[src/design/lsfa_pkg.sv]
// Shared types and constants of the LED slider fade animator.
`timescale 1ns / 1ps

package lsfa_pkg;

    // Fixed field widths of the channels
    localparam int OPCODE_W    = 2;
    localparam int NOW_W       = 32;
    localparam int LEVEL_W     = 4;
    localparam int LED_IDX_W   = 4;
    localparam int CHAN_W      = 8;
    localparam int SETTLE_W    = 16;
    localparam int CFG_INDEX_W = 3;
    localparam int CFG_DATA_W  = 16;

    // Channel order inside one colour
    localparam int CH_RED   = 0;
    localparam int CH_GREEN = 1;
    localparam int CH_BLUE  = 2;

    // Fixed update mask, one bit per LED, LEDs past bit 8 read zero
    localparam int          MASK_SEL_W = 5;
    localparam logic [31:0] DRIVE_MASK = 32'h0000_01FC;

    // Register reset values
    localparam logic [CHAN_W-1:0]   RST_TARGET    = 8'd255;
    localparam logic [CHAN_W-1:0]   RST_FADE_STEP = 8'd6;
    localparam logic [CHAN_W-1:0]   RST_THRESHOLD = 8'd6;
    localparam logic [SETTLE_W-1:0] RST_SETTLE    = 16'd700;

    typedef logic [CHAN_W-1:0] t_chan;
    typedef t_chan [2:0]       t_rgb;

    typedef enum logic [OPCODE_W-1:0] {
        OP_FRAME     = 2'd0,
        OP_SET_LEVEL = 2'd1,
        OP_UNMUTE    = 2'd2
    } t_opcode;

    typedef enum logic [CFG_INDEX_W-1:0] {
        CFG_RED       = 3'd0,
        CFG_GREEN     = 3'd1,
        CFG_BLUE      = 3'd2,
        CFG_FADE_STEP = 3'd3,
        CFG_THRESHOLD = 3'd4,
        CFG_SETTLE    = 3'd5,
        CFG_SLIDER    = 3'd6
    } t_cfg_idx;

    // Commands from the controller to the datapath
    typedef enum logic [3:0] {
        DP_NOP,
        DP_FRAME_LOAD,
        DP_SET_LEVEL,
        DP_UNMUTE_LOAD,
        DP_P1_STEP,
        DP_READY_UPD,
        DP_P2_STEP,
        DP_POST,
        DP_UNMUTE_STEP,
        DP_EMIT
    } t_dp_op;

    // Status from the datapath to the controller
    typedef struct packed {
        logic p1_run;    // fade walk runs this frame
        logic rec_go;    // refill cascade runs this frame
        logic p2_more;   // current LED sits above the cursor
        logic out_free;  // output register can take a word
    } t_dp_status;

endpackage

[src/design/lsfa_if.sv]
// Channel interfaces: input items, result words and register writes.
`timescale 1ns / 1ps

interface lsfa_in_if import lsfa_pkg::*; ();
    logic                valid;
    logic                ready;
    logic [OPCODE_W-1:0] opcode;
    logic [NOW_W-1:0]    now_ms;
    logic [LEVEL_W-1:0]  level;
    logic                muted;

    modport source(output valid, opcode, now_ms, level, muted, input ready);
    modport sink(input valid, opcode, now_ms, level, muted, output ready);
endinterface

interface lsfa_out_if import lsfa_pkg::*; ();
    logic                 valid;
    logic                 ready;
    logic [LED_IDX_W-1:0] led_index;
    logic [CHAN_W-1:0]    red;
    logic [CHAN_W-1:0]    green;
    logic [CHAN_W-1:0]    blue;
    logic                 drive_enable;
    logic                 anim_ready;
    logic                 recover_pending;
    logic                 fast_frame;
    logic                 last;

    modport source(output valid, led_index, red, green, blue, drive_enable, anim_ready,
                   recover_pending, fast_frame, last, input ready);
    modport sink(input valid, led_index, red, green, blue, drive_enable, anim_ready,
                 recover_pending, fast_frame, last, output ready);
endinterface

interface lsfa_cfg_if import lsfa_pkg::*; ();
    logic                   valid;
    logic                   ready;
    logic [CFG_INDEX_W-1:0] index;
    logic [CFG_DATA_W-1:0]  data;

    modport source(output valid, index, data, input ready);
    modport sink(input valid, index, data, output ready);
endinterface

[src/design/lsfa_datapath.sv]
// Datapath: registers, LED colour store and per-LED fade and refill logic.
`timescale 1ns / 1ps

module lsfa_datapath import lsfa_pkg::*; #(
    parameter int NUM_LEDS  = 10,
    parameter int TIME_BITS = 32,
    localparam int IDX_W    = $clog2(NUM_LEDS)
) (
    input  logic                   i_clk,
    input  logic                   i_rst_n,
    input  t_dp_op                 i_cmd,
    input  logic [IDX_W-1:0]       i_idx,
    output t_dp_status             o_status,
    input  logic                   i_cfg_we,
    input  logic [CFG_INDEX_W-1:0] i_cfg_index,
    input  logic [CFG_DATA_W-1:0]  i_cfg_data,
    input  logic [NOW_W-1:0]       i_now_ms,
    input  logic [LEVEL_W-1:0]     i_level,
    input  logic                   i_muted,
    output logic                   o_out_valid,
    input  logic                   i_out_ready,
    output logic [LED_IDX_W-1:0]   o_led_index,
    output logic [CHAN_W-1:0]      o_red,
    output logic [CHAN_W-1:0]      o_green,
    output logic [CHAN_W-1:0]      o_blue,
    output logic                   o_drive_enable,
    output logic                   o_anim_ready,
    output logic                   o_recover_pending,
    output logic                   o_fast_frame,
    output logic                   o_last
);

    localparam int               CUR_W    = IDX_W + 1;
    localparam int               LVL_W    = (LEVEL_W > IDX_W) ? LEVEL_W : IDX_W;
    localparam logic [IDX_W-1:0] LAST_IDX = IDX_W'(NUM_LEDS - 1);
    localparam logic [LVL_W-1:0] LAST_LVL = LVL_W'(NUM_LEDS - 1);

    // Configuration registers
    t_rgb                r_tgt;
    t_chan               r_fade_step;
    t_chan               r_threshold;
    logic [SETTLE_W-1:0] r_settle;
    logic                r_slider_en;

    // Animation state
    t_rgb                    r_colour [NUM_LEDS];
    logic [NUM_LEDS-1:0]     r_touched;
    logic signed [CUR_W-1:0] r_cursor;
    logic [IDX_W-1:0]        r_goal;
    logic [TIME_BITS-1:0]    r_change_time;
    logic [TIME_BITS-1:0]    r_ready_time;
    logic                    r_ready;
    logic                    r_recover;
    logic                    r_fast;

    // Per-frame scratch
    logic [TIME_BITS-1:0] r_now;
    logic                 r_muted;
    logic                 r_since_gt;
    logic                 r_rt_gt;
    logic                 r_all_ready;
    logic                 r_recovering;
    logic                 r_rec_run;
    logic                 r_lit_prev;

    // Output register
    logic                 r_out_valid;
    logic [LED_IDX_W-1:0] r_led_index;
    t_rgb                 r_out_rgb;
    logic                 r_drive_enable;
    logic                 r_out_ready_flag;
    logic                 r_out_recover;
    logic                 r_out_fast;
    logic                 r_out_last;

    t_rgb                    w_cur;
    logic [2:0][CHAN_W:0]    w_sum;
    logic [2:0]              w_rise_ok;
    logic [2:0]              w_fall_ok;
    t_rgb                    w_rose;
    t_rgb                    w_fell;
    logic                    w_can_rise;
    logic                    w_any_fall;
    logic                    w_is_last;
    logic                    w_is_cursor;
    logic signed [CUR_W-1:0] w_idx_s;
    logic signed [CUR_W-1:0] w_goal_s;
    t_rgb                    n_p1_colour;
    logic                    n_p1_touched;
    logic                    n_p1_busy;
    logic                    w_p1_move;
    logic signed [CUR_W-1:0] n_cursor;
    logic                    w_go;
    t_rgb                    n_p2_colour;
    logic                    w_p2_rising;
    t_rgb                    n_unm_colour;
    t_rgb                    n_colour;
    logic                    w_colour_we;
    logic                    w_rec_go;
    logic                    n_recover;
    logic [TIME_BITS-1:0]    w_now_t;
    logic [TIME_BITS-1:0]    w_settle_t;
    logic [TIME_BITS-1:0]    w_since;
    logic [TIME_BITS-1:0]    w_ready_dt;
    logic                    w_lvl_ok;
    logic [IDX_W-1:0]        w_pos;

    // An LED counts as lit when any channel reaches the threshold
    function automatic logic f_lit(input t_rgb colour, input t_chan thr);
        logic hit;
        hit = 1'b0;
        for (int c = 0; c < 3; c++) begin
            if (colour[c] >= thr) hit = 1'b1;
        end
        return hit;
    endfunction

    // Read the LED under the walk and form its rise and fall candidates
    assign w_cur = r_colour[i_idx];

    always_comb begin
        for (int c = 0; c < 3; c++) begin
            w_sum[c]     = {1'b0, w_cur[c]} + {1'b0, r_fade_step};
            w_rise_ok[c] = w_sum[c] <= {1'b0, r_tgt[c]};
            w_rose[c]    = w_rise_ok[c] ? w_sum[c][CHAN_W-1:0] : w_cur[c];
            w_fall_ok[c] = w_cur[c] >= r_fade_step;
            w_fell[c]    = w_fall_ok[c] ? (w_cur[c] - r_fade_step) : w_cur[c];
        end
    end

    assign w_can_rise  = |w_rise_ok;
    assign w_any_fall  = |w_fall_ok;
    assign w_is_last   = (i_idx == LAST_IDX);
    assign w_idx_s     = $signed({1'b0, i_idx});
    assign w_goal_s    = $signed({1'b0, r_goal});
    assign w_is_cursor = (r_cursor == w_idx_s);

    // Fade walk: touched LEDs rise, the others fall, the cursor LED rises
    always_comb begin
        n_p1_colour  = w_cur;
        n_p1_touched = r_touched[i_idx];
        n_p1_busy    = 1'b0;
        if (!w_is_cursor) begin
            if (r_touched[i_idx]) begin
                if (w_can_rise) begin
                    n_p1_colour = w_rose;
                    n_p1_busy   = 1'b1;
                end else begin
                    n_p1_touched = 1'b0;
                    n_p1_colour  = r_tgt;
                end
            end else if (w_any_fall) begin
                n_p1_colour = w_fell;
                n_p1_busy   = 1'b1;
            end else begin
                n_p1_colour = '0;
            end
        end else begin
            if (w_can_rise) begin
                n_p1_colour = w_rose;
                n_p1_busy   = 1'b1;
            end else begin
                n_p1_colour = r_tgt;
            end
            n_p1_touched = 1'b1;
        end
    end

    // Step the cursor toward the goal once its LED is lit
    assign w_p1_move = w_is_cursor && f_lit(n_p1_colour, r_threshold)
                       && ((w_goal_s != r_cursor) || !r_slider_en);
    assign n_cursor  = (w_goal_s > r_cursor) ? (r_cursor + 1'b1) : (r_cursor - 1'b1);

    // Refill cascade: an LED refills when the one above it is lit
    assign w_go        = w_is_last || r_lit_prev;
    assign w_p2_rising = w_go && w_can_rise;
    assign n_p2_colour = w_go ? (w_can_rise ? w_rose : r_tgt) : w_cur;

    // Unmute: full colour at and above the goal, dark below
    assign n_unm_colour = (i_idx >= r_goal) ? r_tgt : '0;

    // Select the colour write for this cycle
    always_comb begin
        w_colour_we = 1'b0;
        n_colour    = w_cur;
        case (i_cmd)
            DP_P1_STEP: begin
                w_colour_we = 1'b1;
                n_colour    = n_p1_colour;
            end
            DP_P2_STEP: begin
                w_colour_we = 1'b1;
                n_colour    = n_p2_colour;
            end
            DP_UNMUTE_STEP: begin
                w_colour_we = 1'b1;
                n_colour    = n_unm_colour;
            end
            default: begin
                w_colour_we = 1'b0;
            end
        endcase
    end

    // Time differences wrap modulo the time width
    assign w_now_t    = TIME_BITS'(i_now_ms);
    assign w_settle_t = TIME_BITS'(r_settle);
    assign w_since    = w_now_t - r_change_time;
    assign w_ready_dt = w_now_t - r_ready_time;

    // Goal position for a level request
    assign w_lvl_ok = LVL_W'(i_level) <= LAST_LVL;
    assign w_pos    = IDX_W'(LAST_LVL - LVL_W'(i_level));

    // A readiness set this frame restarts its timer, so it blocks the refill
    assign w_rec_go  = r_all_ready && r_ready && r_rt_gt && r_since_gt && r_recover;
    assign n_recover = (r_rec_run && !r_recovering) ? 1'b0 : r_recover;

    assign o_status.p1_run   = !r_since_gt || !r_ready;
    assign o_status.rec_go   = w_rec_go;
    assign o_status.p2_more  = w_idx_s > r_cursor;
    assign o_status.out_free = !r_out_valid || i_out_ready;

    // Hold the configuration registers
    always_ff @(posedge i_clk) begin
        if (!i_rst_n) begin
            r_tgt       <= {RST_TARGET, RST_TARGET, RST_TARGET};
            r_fade_step <= RST_FADE_STEP;
            r_threshold <= RST_THRESHOLD;
            r_settle    <= RST_SETTLE;
            r_slider_en <= 1'b1;
        end else if (i_cfg_we) begin
            case (i_cfg_index)
                CFG_RED:       r_tgt[CH_RED]   <= i_cfg_data[CHAN_W-1:0];
                CFG_GREEN:     r_tgt[CH_GREEN] <= i_cfg_data[CHAN_W-1:0];
                CFG_BLUE:      r_tgt[CH_BLUE]  <= i_cfg_data[CHAN_W-1:0];
                CFG_FADE_STEP: r_fade_step     <= i_cfg_data[CHAN_W-1:0];
                CFG_THRESHOLD: r_threshold     <= i_cfg_data[CHAN_W-1:0];
                CFG_SETTLE:    r_settle        <= i_cfg_data[SETTLE_W-1:0];
                CFG_SLIDER:    r_slider_en     <= i_cfg_data[0];
                default:       r_slider_en     <= r_slider_en;
            endcase
        end
    end

    // Write back one LED colour per cycle while a step command is issued
    always_ff @(posedge i_clk) begin
        if (!i_rst_n) begin
            for (int k = 0; k < NUM_LEDS; k++) begin
                r_colour[k] <= '0;
            end
        end else if (w_colour_we) begin
            r_colour[i_idx] <= n_colour;
        end
    end

    // Advance the animation state on each command
    always_ff @(posedge i_clk) begin
        if (!i_rst_n) begin
            r_touched     <= '0;
            r_cursor      <= $signed(CUR_W'(NUM_LEDS - 1));
            r_goal        <= LAST_IDX;
            r_change_time <= '0;
            r_ready_time  <= '0;
            r_ready       <= 1'b1;
            r_recover     <= 1'b0;
            r_fast        <= 1'b0;
            r_now         <= '0;
            r_muted       <= 1'b0;
            r_since_gt    <= 1'b0;
            r_rt_gt       <= 1'b0;
            r_all_ready   <= 1'b1;
            r_recovering  <= 1'b0;
            r_rec_run     <= 1'b0;
            r_lit_prev    <= 1'b0;
        end else begin
            case (i_cmd)
                DP_FRAME_LOAD: begin
                    r_now        <= w_now_t;
                    r_muted      <= i_muted;
                    r_since_gt   <= w_since > w_settle_t;
                    r_rt_gt      <= w_ready_dt > w_settle_t;
                    r_all_ready  <= 1'b1;
                    r_recovering <= 1'b0;
                    r_rec_run    <= 1'b0;
                end
                DP_SET_LEVEL: begin
                    if (w_lvl_ok && (r_goal != w_pos)) begin
                        if ((!r_fast || r_ready) && r_slider_en) r_touched <= '0;
                        r_change_time <= w_now_t;
                        r_goal        <= w_pos;
                        r_recover     <= 1'b1;
                        r_ready       <= 1'b0;
                    end
                end
                DP_UNMUTE_LOAD: begin
                    r_ready   <= 1'b1;
                    r_recover <= 1'b1;
                end
                DP_P1_STEP: begin
                    r_touched[i_idx] <= n_p1_touched;
                    if (n_p1_busy && !w_is_last) r_all_ready <= 1'b0;
                    if (w_p1_move) r_cursor <= n_cursor;
                end
                DP_READY_UPD: begin
                    if (!r_ready && r_all_ready) r_ready_time <= r_now;
                    r_ready   <= !r_muted && r_all_ready && (w_goal_s == r_cursor);
                    r_rec_run <= w_rec_go;
                end
                DP_P2_STEP: begin
                    if (w_p2_rising) r_recovering <= 1'b1;
                    r_lit_prev <= f_lit(n_p2_colour, r_threshold);
                end
                DP_POST: begin
                    r_recover <= n_recover;
                    r_fast    <= !r_muted && (!r_ready || n_recover);
                end
                default: begin
                    r_lit_prev <= r_lit_prev;
                end
            endcase
        end
    end

    // Output word valid: set on load, drop when taken
    always_ff @(posedge i_clk) begin
        if (!i_rst_n) begin
            r_out_valid <= 1'b0;
        end else if (i_cmd == DP_EMIT) begin
            r_out_valid <= 1'b1;
        end else if (i_out_ready) begin
            r_out_valid <= 1'b0;
        end
    end

    // Load the output word for the LED under the walk
    always_ff @(posedge i_clk) begin
        if (i_cmd == DP_EMIT) begin
            r_led_index      <= LED_IDX_W'(i_idx);
            r_out_rgb        <= w_cur;
            r_drive_enable   <= DRIVE_MASK[MASK_SEL_W'(i_idx)];
            r_out_ready_flag <= r_ready;
            r_out_recover    <= r_recover;
            r_out_fast       <= r_fast;
            r_out_last       <= w_is_last;
        end
    end

    assign o_out_valid       = r_out_valid;
    assign o_led_index       = r_led_index;
    assign o_red             = r_out_rgb[CH_RED];
    assign o_green           = r_out_rgb[CH_GREEN];
    assign o_blue            = r_out_rgb[CH_BLUE];
    assign o_drive_enable    = r_drive_enable;
    assign o_anim_ready      = r_out_ready_flag;
    assign o_recover_pending = r_out_recover;
    assign o_fast_frame      = r_out_fast;
    assign o_last            = r_out_last;

endmodule

[src/design/lsfa_ctrl.sv]
// Controller: sequences the fade walk, refill cascade, unmute fill and word output.
`timescale 1ns / 1ps

module lsfa_ctrl import lsfa_pkg::*; #(
    parameter int NUM_LEDS = 10,
    localparam int IDX_W   = $clog2(NUM_LEDS)
) (
    input  logic                i_clk,
    input  logic                i_rst_n,
    input  logic                i_in_valid,
    input  logic [OPCODE_W-1:0] i_opcode,
    output logic                o_in_ready,
    input  t_dp_status          i_status,
    output t_dp_op              o_cmd,
    output logic [IDX_W-1:0]    o_idx
);

    localparam logic [IDX_W-1:0] LAST_IDX = IDX_W'(NUM_LEDS - 1);

    typedef enum logic [2:0] {
        S_IDLE,
        S_P1,
        S_FIN,
        S_P2,
        S_POST,
        S_UNM,
        S_EMIT
    } t_state;

    t_state           r_state;
    logic [IDX_W-1:0] r_idx;

    assign o_in_ready = (r_state == S_IDLE);
    assign o_idx      = r_idx;

    // Issue the datapath command for the current state
    always_comb begin
        o_cmd = DP_NOP;
        case (r_state)
            S_IDLE: begin
                if (i_in_valid) begin
                    case (i_opcode)
                        OP_FRAME:     o_cmd = DP_FRAME_LOAD;
                        OP_SET_LEVEL: o_cmd = DP_SET_LEVEL;
                        OP_UNMUTE:    o_cmd = DP_UNMUTE_LOAD;
                        default:      o_cmd = DP_NOP;
                    endcase
                end
            end
            S_P1:    o_cmd = i_status.p1_run ? DP_P1_STEP : DP_NOP;
            S_FIN:   o_cmd = DP_READY_UPD;
            S_P2:    o_cmd = i_status.p2_more ? DP_P2_STEP : DP_NOP;
            S_POST:  o_cmd = DP_POST;
            S_UNM:   o_cmd = DP_UNMUTE_STEP;
            S_EMIT:  o_cmd = i_status.out_free ? DP_EMIT : DP_NOP;
            default: o_cmd = DP_NOP;
        endcase
    end

    // Advance state and the LED counter
    always_ff @(posedge i_clk) begin
        if (!i_rst_n) begin
            r_state <= S_IDLE;
            r_idx   <= '0;
        end else begin
            case (r_state)
                S_IDLE: begin
                    r_idx <= '0;
                    if (i_in_valid) begin
                        case (i_opcode)
                            OP_FRAME:  r_state <= S_P1;
                            OP_UNMUTE: r_state <= S_UNM;
                            default:   r_state <= S_IDLE;
                        endcase
                    end
                end
                S_P1: begin
                    if (!i_status.p1_run || (r_idx == LAST_IDX)) begin
                        r_state <= S_FIN;
                    end else begin
                        r_idx <= r_idx + 1'b1;
                    end
                end
                S_FIN: begin
                    if (i_status.rec_go) begin
                        r_state <= S_P2;
                        r_idx   <= LAST_IDX;
                    end else begin
                        r_state <= S_POST;
                    end
                end
                S_P2: begin
                    // walk down until the LED just above the cursor
                    if (!i_status.p2_more || (r_idx == '0)) begin
                        r_state <= S_POST;
                    end else begin
                        r_idx <= r_idx - 1'b1;
                    end
                end
                S_POST: begin
                    r_state <= S_EMIT;
                    r_idx   <= '0;
                end
                S_UNM: begin
                    if (r_idx == LAST_IDX) begin
                        r_state <= S_EMIT;
                        r_idx   <= '0;
                    end else begin
                        r_idx <= r_idx + 1'b1;
                    end
                end
                S_EMIT: begin
                    if (i_status.out_free) begin
                        if (r_idx == LAST_IDX) begin
                            r_state <= S_IDLE;
                            r_idx   <= '0;
                        end else begin
                            r_idx <= r_idx + 1'b1;
                        end
                    end
                end
                default: begin
                    r_state <= S_IDLE;
                end
            endcase
        end
    end

endmodule

[src/design/led_slider_fade_animator_top.sv]
// Top level of the LED slider fade animator: controller plus datapath.
//
//  channel  dir  payload                                        word moves when
//  i_in     in   opcode, now_ms, level, muted                   valid && ready
//  o_out    out  led_index, red, green, blue, drive_enable,     valid && ready
//                anim_ready, recover_pending, fast_frame, last
//  i_cfg    in   index, data                                    valid && ready (ready tied high)
//
// Set level is taken straight from idle. Unmute fills one LED per cycle, then sends one
// output word per cycle while the output is free. A frame runs the fade walk over every
// LED when it is active, the ready update, the refill cascade over the LEDs above the
// cursor when it runs, a post step and the output walk. The walk and the cascade never
// run in the same frame. The single colour read port is walked one LED a cycle.
// Reset is synchronous and active low and restores every register but the output word fields, and every LED colour.
// A stalled output holds the word and pauses the output walk only; input is taken
// again as soon as the last word of a run is in the output register.
`timescale 1ns / 1ps

module led_slider_fade_animator_top import lsfa_pkg::*; #(
    parameter int NUM_LEDS  = 10,
    parameter int TIME_BITS = 32
) (
    input  logic           i_clk,
    input  logic           i_rst_n,
    lsfa_in_if.sink        i_in,
    lsfa_out_if.source     o_out,
    lsfa_cfg_if.sink       i_cfg
);

    localparam int IDX_W = $clog2(NUM_LEDS);

    t_dp_op           w_cmd;
    t_dp_status       w_status;
    logic [IDX_W-1:0] w_idx;

    // Register writes are always taken
    assign i_cfg.ready = 1'b1;

    lsfa_ctrl #(
        .NUM_LEDS (NUM_LEDS)
    ) u_ctrl (
        .i_clk      (i_clk),
        .i_rst_n    (i_rst_n),
        .i_in_valid (i_in.valid),
        .i_opcode   (i_in.opcode),
        .o_in_ready (i_in.ready),
        .i_status   (w_status),
        .o_cmd      (w_cmd),
        .o_idx      (w_idx)
    );

    lsfa_datapath #(
        .NUM_LEDS  (NUM_LEDS),
        .TIME_BITS (TIME_BITS)
    ) u_datapath (
        .i_clk             (i_clk),
        .i_rst_n           (i_rst_n),
        .i_cmd             (w_cmd),
        .i_idx             (w_idx),
        .o_status          (w_status),
        .i_cfg_we          (i_cfg.valid),
        .i_cfg_index       (i_cfg.index),
        .i_cfg_data        (i_cfg.data),
        .i_now_ms          (i_in.now_ms),
        .i_level           (i_in.level),
        .i_muted           (i_in.muted),
        .o_out_valid       (o_out.valid),
        .i_out_ready       (o_out.ready),
        .o_led_index       (o_out.led_index),
        .o_red             (o_out.red),
        .o_green           (o_out.green),
        .o_blue            (o_out.blue),
        .o_drive_enable    (o_out.drive_enable),
        .o_anim_ready      (o_out.anim_ready),
        .o_recover_pending (o_out.recover_pending),
        .o_fast_frame      (o_out.fast_frame),
        .o_last            (o_out.last)
    );

endmodule

[src/flat_wrapper.sv]
// flat-port wrapper written by rule: the top's interface ports become plain ports
module led_slider_fade_animator_top_flat import lsfa_pkg::*;
#(
    parameter int NUM_LEDS  = 10,
    parameter int TIME_BITS = 32
)
  (i_clk, i_rst_n, i_in_valid, i_in_opcode, i_in_now_ms, i_in_level, i_in_muted, i_in_ready, o_out_valid, o_out_led_index, o_out_red, o_out_green, o_out_blue, o_out_drive_enable, o_out_anim_ready, o_out_recover_pending, o_out_fast_frame, o_out_last, o_out_ready, i_cfg_valid, i_cfg_index, i_cfg_data, i_cfg_ready);
  lsfa_in_if i_in_i ();
  lsfa_out_if o_out_i ();
  lsfa_cfg_if i_cfg_i ();
  input  logic i_clk;
  input  logic i_rst_n;
  input wire logic [$bits(i_in_i.valid)-1:0] i_in_valid;
  input wire logic [$bits(i_in_i.opcode)-1:0] i_in_opcode;
  input wire logic [$bits(i_in_i.now_ms)-1:0] i_in_now_ms;
  input wire logic [$bits(i_in_i.level)-1:0] i_in_level;
  input wire logic [$bits(i_in_i.muted)-1:0] i_in_muted;
  output wire logic [$bits(i_in_i.ready)-1:0] i_in_ready;
  output wire logic [$bits(o_out_i.valid)-1:0] o_out_valid;
  output wire logic [$bits(o_out_i.led_index)-1:0] o_out_led_index;
  output wire logic [$bits(o_out_i.red)-1:0] o_out_red;
  output wire logic [$bits(o_out_i.green)-1:0] o_out_green;
  output wire logic [$bits(o_out_i.blue)-1:0] o_out_blue;
  output wire logic [$bits(o_out_i.drive_enable)-1:0] o_out_drive_enable;
  output wire logic [$bits(o_out_i.anim_ready)-1:0] o_out_anim_ready;
  output wire logic [$bits(o_out_i.recover_pending)-1:0] o_out_recover_pending;
  output wire logic [$bits(o_out_i.fast_frame)-1:0] o_out_fast_frame;
  output wire logic [$bits(o_out_i.last)-1:0] o_out_last;
  input wire logic [$bits(o_out_i.ready)-1:0] o_out_ready;
  input wire logic [$bits(i_cfg_i.valid)-1:0] i_cfg_valid;
  input wire logic [$bits(i_cfg_i.index)-1:0] i_cfg_index;
  input wire logic [$bits(i_cfg_i.data)-1:0] i_cfg_data;
  output wire logic [$bits(i_cfg_i.ready)-1:0] i_cfg_ready;
  assign i_in_i.valid = i_in_valid;
  assign i_in_i.opcode = i_in_opcode;
  assign i_in_i.now_ms = i_in_now_ms;
  assign i_in_i.level = i_in_level;
  assign i_in_i.muted = i_in_muted;
  assign i_in_ready = i_in_i.ready;
  assign o_out_valid = o_out_i.valid;
  assign o_out_led_index = o_out_i.led_index;
  assign o_out_red = o_out_i.red;
  assign o_out_green = o_out_i.green;
  assign o_out_blue = o_out_i.blue;
  assign o_out_drive_enable = o_out_i.drive_enable;
  assign o_out_anim_ready = o_out_i.anim_ready;
  assign o_out_recover_pending = o_out_i.recover_pending;
  assign o_out_fast_frame = o_out_i.fast_frame;
  assign o_out_last = o_out_i.last;
  assign o_out_i.ready = o_out_ready;
  assign i_cfg_i.valid = i_cfg_valid;
  assign i_cfg_i.index = i_cfg_index;
  assign i_cfg_i.data = i_cfg_data;
  assign i_cfg_ready = i_cfg_i.ready;
  led_slider_fade_animator_top #(.NUM_LEDS(NUM_LEDS), .TIME_BITS(TIME_BITS)) u_core (.i_clk(i_clk), .i_rst_n(i_rst_n), .i_in(i_in_i), .o_out(o_out_i), .i_cfg(i_cfg_i));
endmodule
[config.mk]
export PLATFORM = sky130hd
export DESIGN_NAME = led_slider_fade_animator_top_flat
export DESIGN_NICKNAME = d
export VERILOG_FILES = /design/src/design/lsfa_pkg.sv /design/src/design/lsfa_if.sv /design/src/design/lsfa_datapath.sv /design/src/design/lsfa_ctrl.sv /design/src/design/led_slider_fade_animator_top.sv /design/src/flat_wrapper.sv
export SDC_FILE = /design/constraint.sdc
export NUM_CORES = 1
export LEC_CHECK = 0
export BUFFER_PORTS_ARGS = -buffer_cell sky130_fd_sc_hd__buf_2
export CELL_PAD_IN_SITES_DETAIL_PLACEMENT = 0
export CELL_PAD_IN_SITES_GLOBAL_PLACEMENT = 1
export CORE_MARGIN = 2
export CORE_UTILIZATION = 41
export CTS_CLUSTER_DIAMETER = 50
export DETAILED_ROUTE_END_ITERATION = 7
export GPL_TIMING_DRIVEN = 0
export PLACE_DENSITY = 0.67
export SLEW_MARGIN = 0
export SYNTH_ARGS = -nofsm -noshare
export SYNTH_HDL_FRONTEND = slang
export SYNTH_SLANG_ARGS = --single-unit
[constraint.sdc]
create_clock -name i_clk -period 11.2 [get_ports i_clk]
set_input_delay 2.8 -clock i_clk [delete_from_list [all_inputs] [get_ports i_clk]]
set_output_delay 2.8 -clock i_clk [all_outputs]
set_load 0.02 [all_outputs]
==> results.tsv <==
metric	value	unit
die_area	0.08880	mm^2
hold_buffers	0	
worstSkewPairLatency	0.70	ns
synth_edf_count	417	
powerDensity	210.5	mW/mm^2
fillers	7976	
setup_ws	0.8171	ns
syn_nets	3695	
boundaryPins	99	
drive_above_1_share	0.1339	
wire_per_inst	26.08	um
async_flop_share	0	
clock_power_share	0.313	
swShare	0.3916	
endpoint_kind	flop	
via_count	28590	
post-place-ws	0.9507	ns
floorplan.die.width	298	um
final.setup.tns	0	ns
place.gp.congestion	0.9624	
die_h	298	um
cts_tree	done	
synthDistinctLibCells	97	
start_util	0.4149	
setup_viol	0	
final.setup_skew	0.07580	ns
cts_htree_levels	3	
clkTransAtPathRegs	0.05	ns
grt_pass1_vias	27230	
synthTopCellsByArea	edfxtp_1, dfxtp_1, ha_1	
syn_to_final_growth	14.41	%
cts-root-buf	clkbuf_16	
max-slew-margin-rel	0.008434	
synth_seq_cells	611	
ys_warn_count	0	
grtUsageTotal	0.2775	
via_per_inst	5.940	
portBuffers	97	
p_seq_frac	0.302	
synth.top_cell.area_share	0.3533	
p_leak	15.04	nW
grt_max_degree	25	
dr.pass1.iters	6	
internal_power	5.192	mW
antenna_found_initial	0	
whs	0.4216	ns
cpPeakStageDelay	0.86	ns
synth-main-ff-cell	edfxtp_1	
p_comb_frac	0.384	
p_sw	3.342	mW
clock_sinks	611	
remaining_drc_errors	0	
grt-ovfl-total	0	
dr.first_iter.drc_count	3023	
cp_max_fo	10	
grt_pass1_wl	182.1	mm
crit_slowest_cell	a311oi_1	
min_period	10.38	ns
drt-total-wl	125.5	mm
hp-class	reg2reg	
cts.path.max_buffers	3	
fin_crit_sh	0.9270	
total_power	8.534	mW
ir_worst_vdd	128.7	uV
core	0.08541	mm^2
slew_violations	0	
rows	107	
drv_cap	0	
ys_seq_area_frac	0.4629	
dpl.hpwl	94.54	mm
fin_nets	3905	
hold_violations	0	
crit_type	reg2reg	
critPathRequiredTime	11.74	ns
clock.fmax	96.31	MHz
worstPathArrival	10.92	ns
cts_buffers	87	
rsz0062_at_grt	false	
outcome	completed	
synth_area_leader_cell	edfxtp_1	
syn-cell-area	0.03544	mm^2
synth.avg_cell_area	10.47	um^2
tightest_slew	1.487	ns
postCtsResizedCells	0	
critPathLaunchType	flop	
fin_area	0.04055	mm^2
post_cts_buffers	0	
postRouteAntennaNets	0	
placed_area	0.03767	mm^2
syn_inst	3385	
==> cells in the mapped netlist, types with 25 or more instances <==
cell type and n:
a211oi_1 51, a21o_1 64, a21oi_1 274, buf_2 29, clkbuf_1 133, dfxtp_1 194, edfxtp_1 417, ha_1 238
inv_1 203, mux2i_1 52, mux4_2 117, nand2_1 389, nand2b_1 29, nand3_1 61, nand4_1 25, nor2_1 360
nor2b_1 30, nor3_1 39, o211ai_1 73, o21ai_0 107, xnor2_1 44, xor2_1 28
==> path summary, 6_finish.rpt <==
check                                            startpoint                                 end  slack, ns  cells after the start
worst min-delay path            u_core.u_datapath.r_now[29]  u_core.u_datapath.r_ready_time[29]       0.42                      2
worst max register to register                         flop       u_core.u_datapath.r_cursor[0]       0.82                     32
worst max-delay path                                   flop       u_core.u_datapath.r_cursor[0]       0.82                     32
worst min register to register  u_core.u_datapath.r_now[29]  u_core.u_datapath.r_ready_time[29]       0.42                      2
==> worst max-delay path, delay by kind of cell, from the launching register on <==
family,cells,cell delay (ns)
AO/OA/AOI/OAI,16,4.51
flip-flops,1,0.30
buffers and inverters,7,2.47
adder cells (fa/ha/maj),4,1.14
multiplexers,3,1.34
AND/OR/NAND/NOR,2,0.44
==> through the flow <==
step             util  cells
2_1_floorplan       -   3385
4_1_cts        0.4743   4810
5_1_grt        0.4747   4811
3_3_place_gp   0.4373   4626
6_report       0.4747   4812
3_5_place_dp   0.4410   4649
==> flip-flops by register name (all words and copies together), names as in the netlist, 3 cells and up, named ones only <==
signal / flops
u_core.u_datapath.r_tgt: 24
u_core.u_datapath.r_threshold: 8
u_core.u_datapath.r_touched: 10
u_core.u_datapath.r_goal: 4
u_core.u_datapath.r_fade_step: 8
u_core.u_datapath.r_ready_time: 32
u_core.u_datapath.r_colour: 384
u_core.u_datapath.r_now: 32
u_core.u_datapath.o_green: 8
u_core.u_datapath.r_cursor: 5
u_core.u_datapath.o_led_index: 4
u_core.u_datapath.r_settle: 16
u_core.u_ctrl.o_idx: 4
u_core.u_ctrl.r_state: 3
u_core.u_datapath.r_change_time: 32
u_core.u_datapath.o_red: 8
u_core.u_datapath.o_blue: 8
==> metal layers <==
metal / track usage / part of all wire / up-vias / wire, um
met1: 0.3952 / 0.44 / 14130 / 55830
li1: - / - / 12970 / -
met5: 0 / 0 / - / 0
met2: 0.4231 / 0.44 / 1275 / 55210
met3: 0.05506 / 0.084 / 214 / 10520
met4: 0.09177 / 0.031 / 0 / 3941
==> cell type report <==
class | instances | area (um^2) | area share
tap | 1144 | 1431 | 0.03530
clock inverter | 47 | 464.2 | 0.01145
sequential | 611 | 16410 | 0.4046
multi-input combinational | 2384 | 17520 | 0.4321
antenna | 1 | 2.502 | 0.00006172
inverter | 203 | 762.0 | 0.01879
clock buffer | 114 | 2382 | 0.05875
timing repair buffer | 121 | 770.7 | 0.01901
buffer | 187 | 805.8 | 0.01987
==> cell families after synthesis <==
family          synth area share
mux                      0.09413
other cells            0.0001058
flops                     0.4629
fa+ha+maj                0.08911
buf+inv                  0.04424
xor+xnor                 0.01779
compound gates            0.1642
simple gates              0.1275
==> cells in the final DEF, fill, tap and decap left out, types with 16 or more instances in the layout <==
master     netlist  layout
o21ai_0        107     107
ha_1           238     238
and3_1          22      22
edfxtp_1       417     417
buf_4            2      16
clkbuf_1       133     153
o21a_1          21      21
nor2_1         360     359
xnor2_1         44      44
nand2b_1        29      29
nand3_1         61      61
or3_1           21      21
mux2i_1         52      52
a21o_1          64      63
clkbuf_16        0      90
mux4_2         117     117
a31oi_1         23      23
dfxtp_1        194     194
nor3_1          39      38
a211oi_1        51      51
inv_1          203     203
o22ai_1         17      17
o21bai_1        19      19
nand4_1         25      25
nand2_1        389     383
xor2_1          28      28
buf_2           29     126
a21oi_1        274     274
nor2b_1         30      29
o211ai_1        73      73
a22oi_1         17      17
==> power by group through the flow <==
stage | clock network (mW) | logic [mW] | registers (mW)
6_report | 2.67 | 3.28 | 2.58
5_1_grt | 2.80 | 3.52 | 2.59
4_1_cts | 2.71 | 3.20 | 2.58
3_5_place_dp | 0 | 3.18 | 2.62
3_3_place_gp | 0 | 3.15 | 2.62
2_1_floorplan | 0 | 2.10 | 2.61
(Power assumes the default switching activity.)
